===== src/rtl/core/swrm_pkg.sv =====
// swrm_pkg: shared types and constants for the sliding window rate meter
// no dependencies; imported by every module of the block
`timescale 1ns / 1ps

package swrm_pkg;

  localparam int SAMPLE_W = 24;
  localparam int TIME_W   = 32;
  localparam int AGE_W    = 16;
  localparam int RATE_W   = 50;
  localparam int SCALE_W  = 18;

  localparam logic [AGE_W-1:0]   AGE_LIMIT_RESET = 16'd7000;
  // 1000 per second times 256 for the q8 fraction
  localparam logic [SCALE_W-1:0] RATE_SCALE      = 18'd256000;

  localparam logic MODE_ADD   = 1'b0;
  localparam logic MODE_QUERY = 1'b1;

  typedef enum logic [3:0] {
    ST_IDLE,
    ST_WALK_RD,
    ST_WALK_CHK,
    ST_IVL_RD,
    ST_IVL_CHK,
    ST_SUM,
    ST_SUM_END,
    ST_MUL,
    ST_DIV_GO,
    ST_DIV_WAIT,
    ST_RESULT
  } state_t;

  typedef enum logic [1:0] {
    RD_WS,
    RD_NEXT,
    RD_SUM
  } rd_sel_t;

  typedef struct packed {
    logic    add_we;
    logic    load_query;
    logic    rd_en;
    rd_sel_t rd_sel;
    logic    walk_clear;
    logic    ivl_load;
    logic    sum_issue;
    logic    clear_ring;
    logic    mul_load;
    logic    div_start;
    logic    res_load;
  } cmd_t;

  typedef struct packed {
    logic walk_done;
    logic stale;
    logic ivl_zero;
    logic sum_last;
    logic div_busy;
    logic out_free;
  } status_t;

endpackage


===== src/rtl/core/swrm_if.sv =====
// swrm_in_if and swrm_out_if: valid/ready channels of the rate meter
// depends on nothing; payload widths match swrm_pkg
`timescale 1ns / 1ps

interface swrm_in_if;
  logic        valid;
  logic        ready;
  logic        mode;
  logic [23:0] sample_value;
  logic [31:0] now_ms;

  modport source (output valid, output mode, output sample_value, output now_ms,
                  input ready);
  modport sink   (input valid, input mode, input sample_value, input now_ms,
                  output ready);
endinterface

interface swrm_out_if;
  logic        valid;
  logic        ready;
  logic [49:0] rate_q8;
  logic        no_data;

  modport source (output valid, output rate_q8, output no_data, input ready);
  modport sink   (input valid, input rate_q8, input no_data, output ready);
endinterface


===== src/rtl/core/sliding_window_rate_meter.sv =====
// An add item (mode 0) is taken while the sequencer is idle and writes its
// sample and time into the ring; adds keep flowing while a query result waits
// at the output. A query (mode 1) walks and clears the stale entries, sums the
// ring over the single ring read port, then scales the sum and divides it in
// a bit-serial divider with one step per bit of the scaled sum, whose width is
// P = 42 + clog2(RING_DEPTH). A query that finds a zero interval returns
// no_data. Queries are handled one at a time; the ring is cleared at a query
// that returns a rate by dropping per-entry valid bits, so no clearing pass
// is needed.
// depends on swrm_pkg, swrm_if, swrm_ctrl, swrm_datapath
`timescale 1ns / 1ps

module sliding_window_rate_meter import swrm_pkg::*; #(
  parameter int RING_DEPTH = 16
) (
  input  logic             clk,
  input  logic             rst,
  input  logic             cfg_we,
  input  logic [AGE_W-1:0] cfg_wdata,
  swrm_in_if.sink          in_item,
  swrm_out_if.source       out_item
);

  cmd_t    cmd;
  status_t status;

  swrm_ctrl u_ctrl (
    .clk      (clk),
    .rst      (rst),
    .in_valid (in_item.valid),
    .in_mode  (in_item.mode),
    .in_ready (in_item.ready),
    .status   (status),
    .cmd      (cmd)
  );

  swrm_datapath #(
    .DEPTH (RING_DEPTH)
  ) u_datapath (
    .clk       (clk),
    .rst       (rst),
    .cfg_we    (cfg_we),
    .cfg_wdata (cfg_wdata),
    .in_sample (in_item.sample_value),
    .in_now    (in_item.now_ms),
    .out_ready (out_item.ready),
    .out_valid (out_item.valid),
    .rate_q8   (out_item.rate_q8),
    .no_data   (out_item.no_data),
    .cmd       (cmd),
    .status    (status)
  );

  // a result is only loaded into a free output slot
  a_res_into_free_slot: assert property (@(posedge clk) disable iff (rst)
    cmd.res_load |-> status.out_free)
    else $error("result loaded while output slot occupied");

  a_div_idle_at_start: assert property (@(posedge clk) disable iff (rst)
    cmd.div_start |-> !status.div_busy)
    else $error("divider restarted while busy");

  a_walk_bounded: assert property (@(posedge clk) disable iff (rst)
    cmd.walk_clear |-> !status.walk_done)
    else $error("stale walk ran past the ring depth");

  a_nodata_zero_rate: assert property (@(posedge clk) disable iff (rst)
    cmd.res_load |=> (!out_item.no_data || out_item.rate_q8 == '0))
    else $error("no_data result carries a nonzero rate");

endmodule


===== src/rtl/core/swrm_div.sv =====
// swrm_div: restoring divider, one quotient bit per cycle
// depends on swrm_pkg for the time width
`timescale 1ns / 1ps

module swrm_div import swrm_pkg::*; #(
  parameter int N = 46
) (
  input  logic              clk,
  input  logic              rst,
  input  logic              start,
  input  logic [N-1:0]      dividend,
  input  logic [TIME_W-1:0] divisor,
  output logic              busy,
  output logic [N-1:0]      quotient
);

  localparam int CNT_W = $clog2(N + 1);

  logic [N-1:0]      qr;
  logic [TIME_W-1:0] rem;
  logic [TIME_W-1:0] dvs;
  logic [CNT_W-1:0]  cnt;
  logic [TIME_W:0]   rem_sh;
  logic              ge;
  logic [TIME_W:0]   diff;

  assign rem_sh   = {rem, qr[N-1]};
  assign ge       = rem_sh >= {1'b0, dvs};
  assign diff     = rem_sh - {1'b0, dvs};
  assign quotient = qr;

  always_ff @(posedge clk) begin
    if (rst) begin
      busy <= 1'b0;
      cnt  <= '0;
    end else if (start) begin
      busy <= 1'b1;
      cnt  <= CNT_W'(N);
    end else if (busy) begin
      cnt <= cnt - 1'b1;
      if (cnt == CNT_W'(1)) begin
        busy <= 1'b0;
      end
    end
  end

  always_ff @(posedge clk) begin
    if (start) begin
      qr  <= dividend;
      rem <= '0;
      dvs <= divisor;
    end else if (busy) begin
      // remainder stays below the divisor, so it fits the time width
      rem <= ge ? diff[TIME_W-1:0] : rem_sh[TIME_W-1:0];
      qr  <= {qr[N-2:0], ge};
    end
  end

endmodule


===== src/rtl/core/swrm_datapath.sv =====
// swrm_datapath: sample/time ring, pointer, stale check, sum, scale, divide
// depends on swrm_pkg and swrm_div; driven by swrm_ctrl commands
`timescale 1ns / 1ps

module swrm_datapath import swrm_pkg::*; #(
  parameter int DEPTH = 16
) (
  input  logic                clk,
  input  logic                rst,
  input  logic                cfg_we,
  input  logic [AGE_W-1:0]    cfg_wdata,
  input  logic [SAMPLE_W-1:0] in_sample,
  input  logic [TIME_W-1:0]   in_now,
  input  logic                out_ready,
  output logic                out_valid,
  output logic [RATE_W-1:0]   rate_q8,
  output logic                no_data,
  input  cmd_t                cmd,
  output status_t             status
);

  localparam int AW     = (DEPTH > 1) ? $clog2(DEPTH) : 1;
  localparam int CW     = $clog2(DEPTH + 1);
  localparam int SUM_W  = SAMPLE_W + AW;
  localparam int PROD_W = SUM_W + SCALE_W;

  logic [SAMPLE_W-1:0] sample_mem [DEPTH];
  logic [TIME_W-1:0]   time_mem [DEPTH];
  logic [DEPTH-1:0]    valid;

  logic [AW-1:0]       ws;
  logic [AW-1:0]       ws_inc;
  logic [AGE_W-1:0]    age_limit;
  logic [TIME_W-1:0]   now_q;
  logic [TIME_W-1:0]   base_time;
  logic [CW-1:0]       walk_cnt;
  logic [AW-1:0]       sum_idx;
  logic                acc_en_q;
  logic [SUM_W-1:0]    acc;
  logic [TIME_W-1:0]   interval_q;
  logic                nodata_q;
  logic [PROD_W-1:0]   prod;

  logic [AW-1:0]       rd_addr;
  logic [SAMPLE_W-1:0] rd_sample_q;
  logic [TIME_W-1:0]   rd_time_q;
  logic                rd_valid_q;
  logic [SAMPLE_W-1:0] entry_sample;
  logic [TIME_W-1:0]   entry_time;
  logic [TIME_W-1:0]   age_diff;

  logic                wr_en;
  logic [SAMPLE_W-1:0] wr_sample;
  logic [TIME_W-1:0]   wr_time;

  logic                div_busy;
  logic [PROD_W-1:0]   quot;

  assign ws_inc = (ws == AW'(DEPTH - 1)) ? '0 : ws + 1'b1;

  always_comb begin
    case (cmd.rd_sel)
      RD_WS:   rd_addr = ws;
      RD_NEXT: rd_addr = ws_inc;
      RD_SUM:  rd_addr = sum_idx;
      default: rd_addr = ws;
    endcase
  end

  // entries not written since the last full clear read as zero at base_time
  assign entry_sample = rd_valid_q ? rd_sample_q : '0;
  assign entry_time   = rd_valid_q ? rd_time_q : base_time;
  assign age_diff     = now_q - entry_time;

  assign wr_en     = cmd.add_we | cmd.walk_clear;
  assign wr_sample = cmd.add_we ? in_sample : '0;
  assign wr_time   = cmd.add_we ? in_now : now_q;

  always_ff @(posedge clk) begin
    if (wr_en) begin
      sample_mem[ws] <= wr_sample;
      time_mem[ws]   <= wr_time;
    end
    if (cmd.rd_en) begin
      rd_sample_q <= sample_mem[rd_addr];
      rd_time_q   <= time_mem[rd_addr];
      rd_valid_q  <= valid[rd_addr];
    end
  end

  always_ff @(posedge clk) begin
    if (rst) begin
      valid     <= '0;
      ws        <= '0;
      base_time <= '0;
      age_limit <= AGE_LIMIT_RESET;
      acc_en_q  <= 1'b0;
      out_valid <= 1'b0;
    end else begin
      if (cfg_we) begin
        age_limit <= cfg_wdata;
      end
      if (cmd.clear_ring) begin
        valid     <= '0;
        ws        <= '0;
        base_time <= now_q;
      end else if (wr_en) begin
        valid[ws] <= 1'b1;
        ws        <= ws_inc;
      end
      acc_en_q <= cmd.sum_issue;
      if (cmd.res_load) begin
        out_valid <= 1'b1;
      end else if (out_ready) begin
        out_valid <= 1'b0;
      end
    end
  end

  always_ff @(posedge clk) begin
    if (cmd.load_query) begin
      now_q <= in_now;
    end
    if (cmd.load_query) begin
      walk_cnt <= '0;
    end else if (cmd.walk_clear) begin
      walk_cnt <= walk_cnt + 1'b1;
    end
    if (cmd.load_query) begin
      sum_idx <= '0;
    end else if (cmd.sum_issue) begin
      sum_idx <= sum_idx + 1'b1;
    end
    // read data arrives in the cycle after its address is issued
    if (cmd.load_query) begin
      acc <= '0;
    end else if (acc_en_q) begin
      acc <= acc + SUM_W'(entry_sample);
    end
    if (cmd.ivl_load) begin
      interval_q <= age_diff;
      nodata_q   <= (age_diff == '0);
    end
    if (cmd.mul_load) begin
      prod <= PROD_W'(acc) * PROD_W'(RATE_SCALE);
    end
    if (cmd.res_load) begin
      rate_q8 <= nodata_q ? '0 : RATE_W'(quot);
      no_data <= nodata_q;
    end
  end

  swrm_div #(
    .N (PROD_W)
  ) u_div (
    .clk      (clk),
    .rst      (rst),
    .start    (cmd.div_start),
    .dividend (prod),
    .divisor  (interval_q),
    .busy     (div_busy),
    .quotient (quot)
  );

  always_comb begin
    status.walk_done = (walk_cnt == CW'(DEPTH));
    status.stale     = (age_diff > TIME_W'(age_limit));
    status.ivl_zero  = (age_diff == '0);
    status.sum_last  = (sum_idx == AW'(DEPTH - 1));
    status.div_busy  = div_busy;
    status.out_free  = !out_valid || out_ready;
  end

endmodule


===== src/rtl/core/swrm_ctrl.sv =====
// swrm_ctrl: sequencer for add and query items
// depends on swrm_pkg; issues commands to swrm_datapath
`timescale 1ns / 1ps

module swrm_ctrl import swrm_pkg::*; (
  input  logic    clk,
  input  logic    rst,
  input  logic    in_valid,
  input  logic    in_mode,
  output logic    in_ready,
  input  status_t status,
  output cmd_t    cmd
);

  state_t state;
  state_t state_next;

  always_ff @(posedge clk) begin
    if (rst) begin
      state <= ST_IDLE;
    end else begin
      state <= state_next;
    end
  end

  always_comb begin
    state_next = state;
    case (state)
      ST_IDLE: begin
        if (in_valid && in_mode == MODE_QUERY) begin
          state_next = ST_WALK_RD;
        end
      end
      ST_WALK_RD: begin
        state_next = status.walk_done ? ST_IVL_RD : ST_WALK_CHK;
      end
      ST_WALK_CHK: begin
        state_next = status.stale ? ST_WALK_RD : ST_IVL_RD;
      end
      ST_IVL_RD:   state_next = ST_IVL_CHK;
      ST_IVL_CHK: begin
        state_next = status.ivl_zero ? ST_RESULT : ST_SUM;
      end
      ST_SUM: begin
        if (status.sum_last) begin
          state_next = ST_SUM_END;
        end
      end
      ST_SUM_END:  state_next = ST_MUL;
      ST_MUL:      state_next = ST_DIV_GO;
      ST_DIV_GO:   state_next = ST_DIV_WAIT;
      ST_DIV_WAIT: begin
        if (!status.div_busy) begin
          state_next = ST_RESULT;
        end
      end
      ST_RESULT: begin
        if (status.out_free) begin
          state_next = ST_IDLE;
        end
      end
      default:     state_next = ST_IDLE;
    endcase
  end

  always_comb begin
    cmd      = '0;
    in_ready = 1'b0;
    case (state)
      ST_IDLE: begin
        in_ready = 1'b1;
        if (in_valid) begin
          cmd.add_we     = (in_mode == MODE_ADD);
          cmd.load_query = (in_mode == MODE_QUERY);
        end
      end
      ST_WALK_RD: begin
        cmd.rd_en  = !status.walk_done;
        cmd.rd_sel = RD_WS;
      end
      ST_WALK_CHK: begin
        cmd.walk_clear = status.stale;
      end
      ST_IVL_RD: begin
        cmd.rd_en  = 1'b1;
        cmd.rd_sel = RD_NEXT;
      end
      ST_IVL_CHK: begin
        cmd.ivl_load = 1'b1;
      end
      ST_SUM: begin
        cmd.rd_en     = 1'b1;
        cmd.rd_sel    = RD_SUM;
        cmd.sum_issue = 1'b1;
      end
      ST_SUM_END: begin
        cmd.clear_ring = 1'b1;
      end
      ST_MUL: begin
        cmd.mul_load = 1'b1;
      end
      ST_DIV_GO: begin
        cmd.div_start = 1'b1;
      end
      ST_DIV_WAIT: begin
        cmd = '0;
      end
      ST_RESULT: begin
        cmd.res_load = status.out_free;
      end
      default: begin
        cmd = '0;
      end
    endcase
  end

endmodule


===== src/flat_wrapper.sv =====
// flat-port wrapper written by rule: the top's interface ports become plain ports
module sliding_window_rate_meter_flat import swrm_pkg::*;
#(
  parameter int RING_DEPTH = 16
)
  (clk, rst, cfg_we, cfg_wdata, in_item_valid, in_item_mode, in_item_sample_value, in_item_now_ms, in_item_ready, out_item_valid, out_item_rate_q8, out_item_no_data, out_item_ready);
  swrm_in_if in_item_i ();
  swrm_out_if out_item_i ();
  input  logic clk;
  input  logic rst;
  input  logic cfg_we;
  input  logic [AGE_W-1:0] cfg_wdata;
  input wire logic [$bits(in_item_i.valid)-1:0] in_item_valid;
  input wire logic [$bits(in_item_i.mode)-1:0] in_item_mode;
  input wire logic [$bits(in_item_i.sample_value)-1:0] in_item_sample_value;
  input wire logic [$bits(in_item_i.now_ms)-1:0] in_item_now_ms;
  output wire logic [$bits(in_item_i.ready)-1:0] in_item_ready;
  output wire logic [$bits(out_item_i.valid)-1:0] out_item_valid;
  output wire logic [$bits(out_item_i.rate_q8)-1:0] out_item_rate_q8;
  output wire logic [$bits(out_item_i.no_data)-1:0] out_item_no_data;
  input wire logic [$bits(out_item_i.ready)-1:0] out_item_ready;
  assign in_item_i.valid = in_item_valid;
  assign in_item_i.mode = in_item_mode;
  assign in_item_i.sample_value = in_item_sample_value;
  assign in_item_i.now_ms = in_item_now_ms;
  assign in_item_ready = in_item_i.ready;
  assign out_item_valid = out_item_i.valid;
  assign out_item_rate_q8 = out_item_i.rate_q8;
  assign out_item_no_data = out_item_i.no_data;
  assign out_item_i.ready = out_item_ready;
  sliding_window_rate_meter #(.RING_DEPTH(RING_DEPTH)) u_core (.clk(clk), .rst(rst), .cfg_we(cfg_we), .cfg_wdata(cfg_wdata), .in_item(in_item_i), .out_item(out_item_i));
endmodule

===== config.mk =====
export PLATFORM = sky130hd
export DESIGN_NAME = sliding_window_rate_meter_flat
export DESIGN_NICKNAME = d
export VERILOG_FILES = /design/src/rtl/core/swrm_pkg.sv /design/src/rtl/core/swrm_if.sv /design/src/rtl/core/sliding_window_rate_meter.sv /design/src/rtl/core/swrm_div.sv /design/src/rtl/core/swrm_datapath.sv /design/src/rtl/core/swrm_ctrl.sv /design/src/flat_wrapper.sv
export SDC_FILE = /design/constraint.sdc
export NUM_CORES = 2
export LEC_CHECK = 0
export ABC_AREA = 0
export BUFFER_PORTS_ARGS = -buffer_cell sky130_fd_sc_hd__buf_2
export CORE_AREA = 2 2 349 351
export DETAILED_ROUTE_END_ITERATION = 8
export DIE_AREA = 0 0 351 353
export PLACE_DENSITY = 0.66
export RECOVER_POWER = 25
export SLEW_MARGIN = 15
export SYNTH_ARGS = -nofsm -noshare
export SYNTH_HDL_FRONTEND = slang
export SYNTH_SLANG_ARGS = --single-unit

===== constraint.sdc =====
create_clock -name clk -period 14.6 [get_ports clk]
set_input_delay 0.73 -clock clk [delete_from_list [all_inputs] [get_ports clk]]
set_output_delay 0.73 -clock clk [all_outputs]
set_load 0.1 [all_outputs]

==> flow_metrics.py <==
metrics = {
    "detailed_routing": {
        "dr.pass1.iters": 5,
        "vias_per_cell": 5.623,
        "wl_mm": 127.6,
        "drt_iter0_drc": 2734,
        "route.detailed.drc": 0,
        "vias": 33110,
        "ant_nets": 0,
        "routedWlPerCell_microns": 21.67,
    },
    "grt": {
        "grt_overflow_total": 0,
        "grt_first_pass_wirelength_mm": 198.2,
        "grt_pass1_vias": 33370,
        "grt_max_degree": 128,
        "antenna_found_initial": 11,
        "grt_usage_pct": 20.83,
    },
    "floorplanning": {
        "rows": 128,
        "die_y_microns": 353,
        "core_area_sq_mm": 0.1206,
        "fp.dieW_microns": 351,
        "dieArea_sq_mm": 0.1239,
        "top_level_ports": 131,
        "initial_core_util_pct": 49.58,
    },
    "cts": {
        "clock_latency_ns": 0.74,
        "path_clk_slew_ns": 0.06,
        "ctsLongestPathBuffers": 3,
        "cts_buffers": 138,
        "cts_hold_buffers": 0,
        "cts_tree": "yes",
        "htree_levels": 4,
        "cts.sinks": 1328,
        "root_buffer": "clkbuf_16",
        "cts_setup_buffers": 0,
        "post_cts_resized": 0,
    },
    "power": {
        "p_per_area_mw_per_mm2": 126.6,
        "ir_drop_v": 0.00009813,
        "power_leakage_nw": 24.05,
    },
    "run_status": {
        "status": "finished with violations",
        "violations": "capacitance limit, slew limit",
    },
    "logic_synthesis": {
        "synthTopCellsByCount": "1178 x edfxtp_1, 523 x nand2_1, 228 x mux4_2, 196 x inv_1, 193 x ha_1",
        "ys_seq_elements": 1328,
        "synth_edf_count": 1178,
        "synth_cells": 4015,
        "yosysTopAreaCellShare_pct": 59.16,
        "netlist_area_sq_mm": 0.05979,
        "synth_largest_area_cell": "edfxtp_1",
        "synthArstFlopShare_pct": 0,
        "synth_warnings": 0,
        "synth_most_common_cell": "edfxtp_1",
        "ys.flop_type": "edfxtp_1",
        "synth.area.top_cells": "edfxtp_1 59%, mux4_2 8.6%, dfxtp_1 5.0%",
        "ys_seq_area_share_pct": 64.18,
        "synth_cell_types": 85,
        "synth.avg_cell_area_sq_um": 14.89,
    },
    "placed_design": {
        "port_buffers": 126,
        "gp_congestion": 0.8962,
        "placed_cells": 5632,
        "hpwlAfterDp_mm": 76.70,
    },
    "setup_path": {
        "worst-setup-path-type": "flip-flop to flip-flop",
        "r2r_setup_slack_ns": 6.26,
        "end_kind": "flip-flop",
        "cp.required_ns": 14.97,
        "worstPathMaxFanout": 56,
        "start_kind": "flip-flop",
        "arrival_ns": 8.71,
    },
    "hold_path": {
        "hold_path.class": "input port to flip-flop",
    },
    "sta": {
        "period_share_pct": 57.14,
        "worst_pin_slew_ns": 4.091,
        "max_freq_mhz": 119.9,
        "clock_skew_ns": 0.02365,
        "finalSetupViolCount": 0,
        "hold_viol": 0,
        "fin_crit_ns": 8.342,
        "max_slew_margin_pct": -172.7,
        "fin_setup_tns_ns": 0,
        "rsz0062_at_grt": "false",
        "drv_slew": 542,
    },
    "finish": {
        "fin_cells": 5888,
        "num-nets-final": 4524,
        "drive_gt1_share_pct": 12.84,
        "area.growth.synth_to_final_pct": 11.34,
    },
    "run": {
        "drv_cap": 10,
    },
}
state kept, by name, indices dropped and copies added, names as in the netlist, 5 cells and up:
signal and flops:
u_core.u_datapath.interval_q 32, u_core.u_datapath.time_mem 512, u_core.u_datapath.age_limit 16, u_core.u_datapath.u_div.dvs 32
u_core.u_datapath.rd_time_q 32, u_core.u_datapath.sample_mem 384, u_core.u_datapath.rate_q8 46, u_core.u_datapath.u_div.cnt 6
u_core.u_datapath.walk_cnt 5, u_core.u_datapath.prod 35, u_core.u_datapath.valid 16, u_core.u_datapath.base_time 32
u_core.u_datapath.u_div.quotient 46, u_core.u_datapath.now_q 32, u_core.u_datapath.u_div.rem 32, u_core.u_datapath.acc 28
u_core.u_datapath.rd_sample_q 24
final timing paths:
check / from / end / depth (start not counted)
max: u_core.u_datapath.rd_valid_q / u_core.u_datapath.sample_mem[15][12] / 19
min: in_item_now_ms[20] / u_core.u_datapath.now_q[20] / 1
max reg2reg: u_core.u_datapath.rd_valid_q / u_core.u_datapath.sample_mem[15][12] / 19
min reg2reg: u_core.u_datapath.interval_q[14] / u_core.u_datapath.u_div.dvs[14] / 0
layout make-up:
cell class	count	area, sq um
Multi-Input combinational cell	2318	20080
Timing Repair Buffer	165	814.5
Sequential cell	1328	38380
Inverter	197	739.5
Fill cell	9530	54020
Tap cell	1625	2033
Clock inverter	79	874.6
Clock buffer	172	3643
Antenna cell	4	10.01
critical path, stage by stage, from the launching register on:
cell	delay, ns
edfxtp_1	0.31
clkbuf_1	2.17
mux2i_1	0.36
ha_1	0.41
nor2b_1	0.14
o31a_1	0.28
nor4_1	0.31
nor2_1	0.14
a21oi_1	0.24
o21ai_0	0.14
xor2_1	0.20
ha_1	0.32
a21o_1	0.11
a21o_1	0.11
a21oi_1	0.06
o21ai_0	0.06
o21ai_0	0.36
a31oi_4	0.73
nor2b_4	0.73
buf_4	0.70
cell usage in the layout, fill, tap and decap left out, drive strengths merged, types with 8 or more instances in the layout:
master     n
a211oi    71
a21o      52
a21oi    140
a31oi     86
and2     119
and3      31
buf       80
bufinv    14
clkbuf   257
clkinv    51
dfxtp    150
edfxtp  1178
fa       105
ha       193
inv      204
mux2i     73
mux4     228
nand2    523
nand2b    17
nand3     27
nand4     20
nor2     122
nor2b     66
nor3      27
nor4       9
o211ai    18
o21a      28
o21ai    118
o21bai    15
o31ai      8
or3       10
xnor2     72
xor2      36
through the flow:
step	hold slack, ns	utilization [%]	power [mW]	setup slack (ns)	cell area [sq um]
finish	0.1788	55.21	8.426	6.258	66580
detailed placement	0.4045	51.57	5.004	7.478	62190
global route	0.1484	55.20	8.720	5.539	66570
floorplan	0.4003	-	4.813	6.018	59810
global placement	0.4014	51.57	4.992	7.549	62190
CTS	0.1297	55.32	8.495	7.466	66710
logic make-up (layout without fill, tap and decap cells):
family | Yosys count | count (layout) | share of synthesized area, %
fa+ha+maj | 298 | 298 | 7.554
compound gates | 597 | 597 | 6.437
flops | 1328 | 1328 | 64.18
other cells | 1 | 8 | 0.006271
xor+xnor | 108 | 108 | 1.582
mux | 303 | 303 | 9.847
simple gates | 1008 | 1008 | 7.993
buf+inv | 372 | 613 | 2.400
power breakdown:
group          switching (mW)  internal, mW  total [mW]
Combinational           0.410         0.269       0.679
Clock                    1.46          2.04        3.50
Sequential             0.0374          4.21        4.25
layer usage:
metal	part of all wire, %	up-vias	global-route usage [%]
li1	-	15360	-
met1	45	16700	30.29
met2	47	879	32.70
met3	6.4	158	3.661
met4	1.8	6	5.339
met5	0.041	-	0
(Power assumes the default switching activity.)
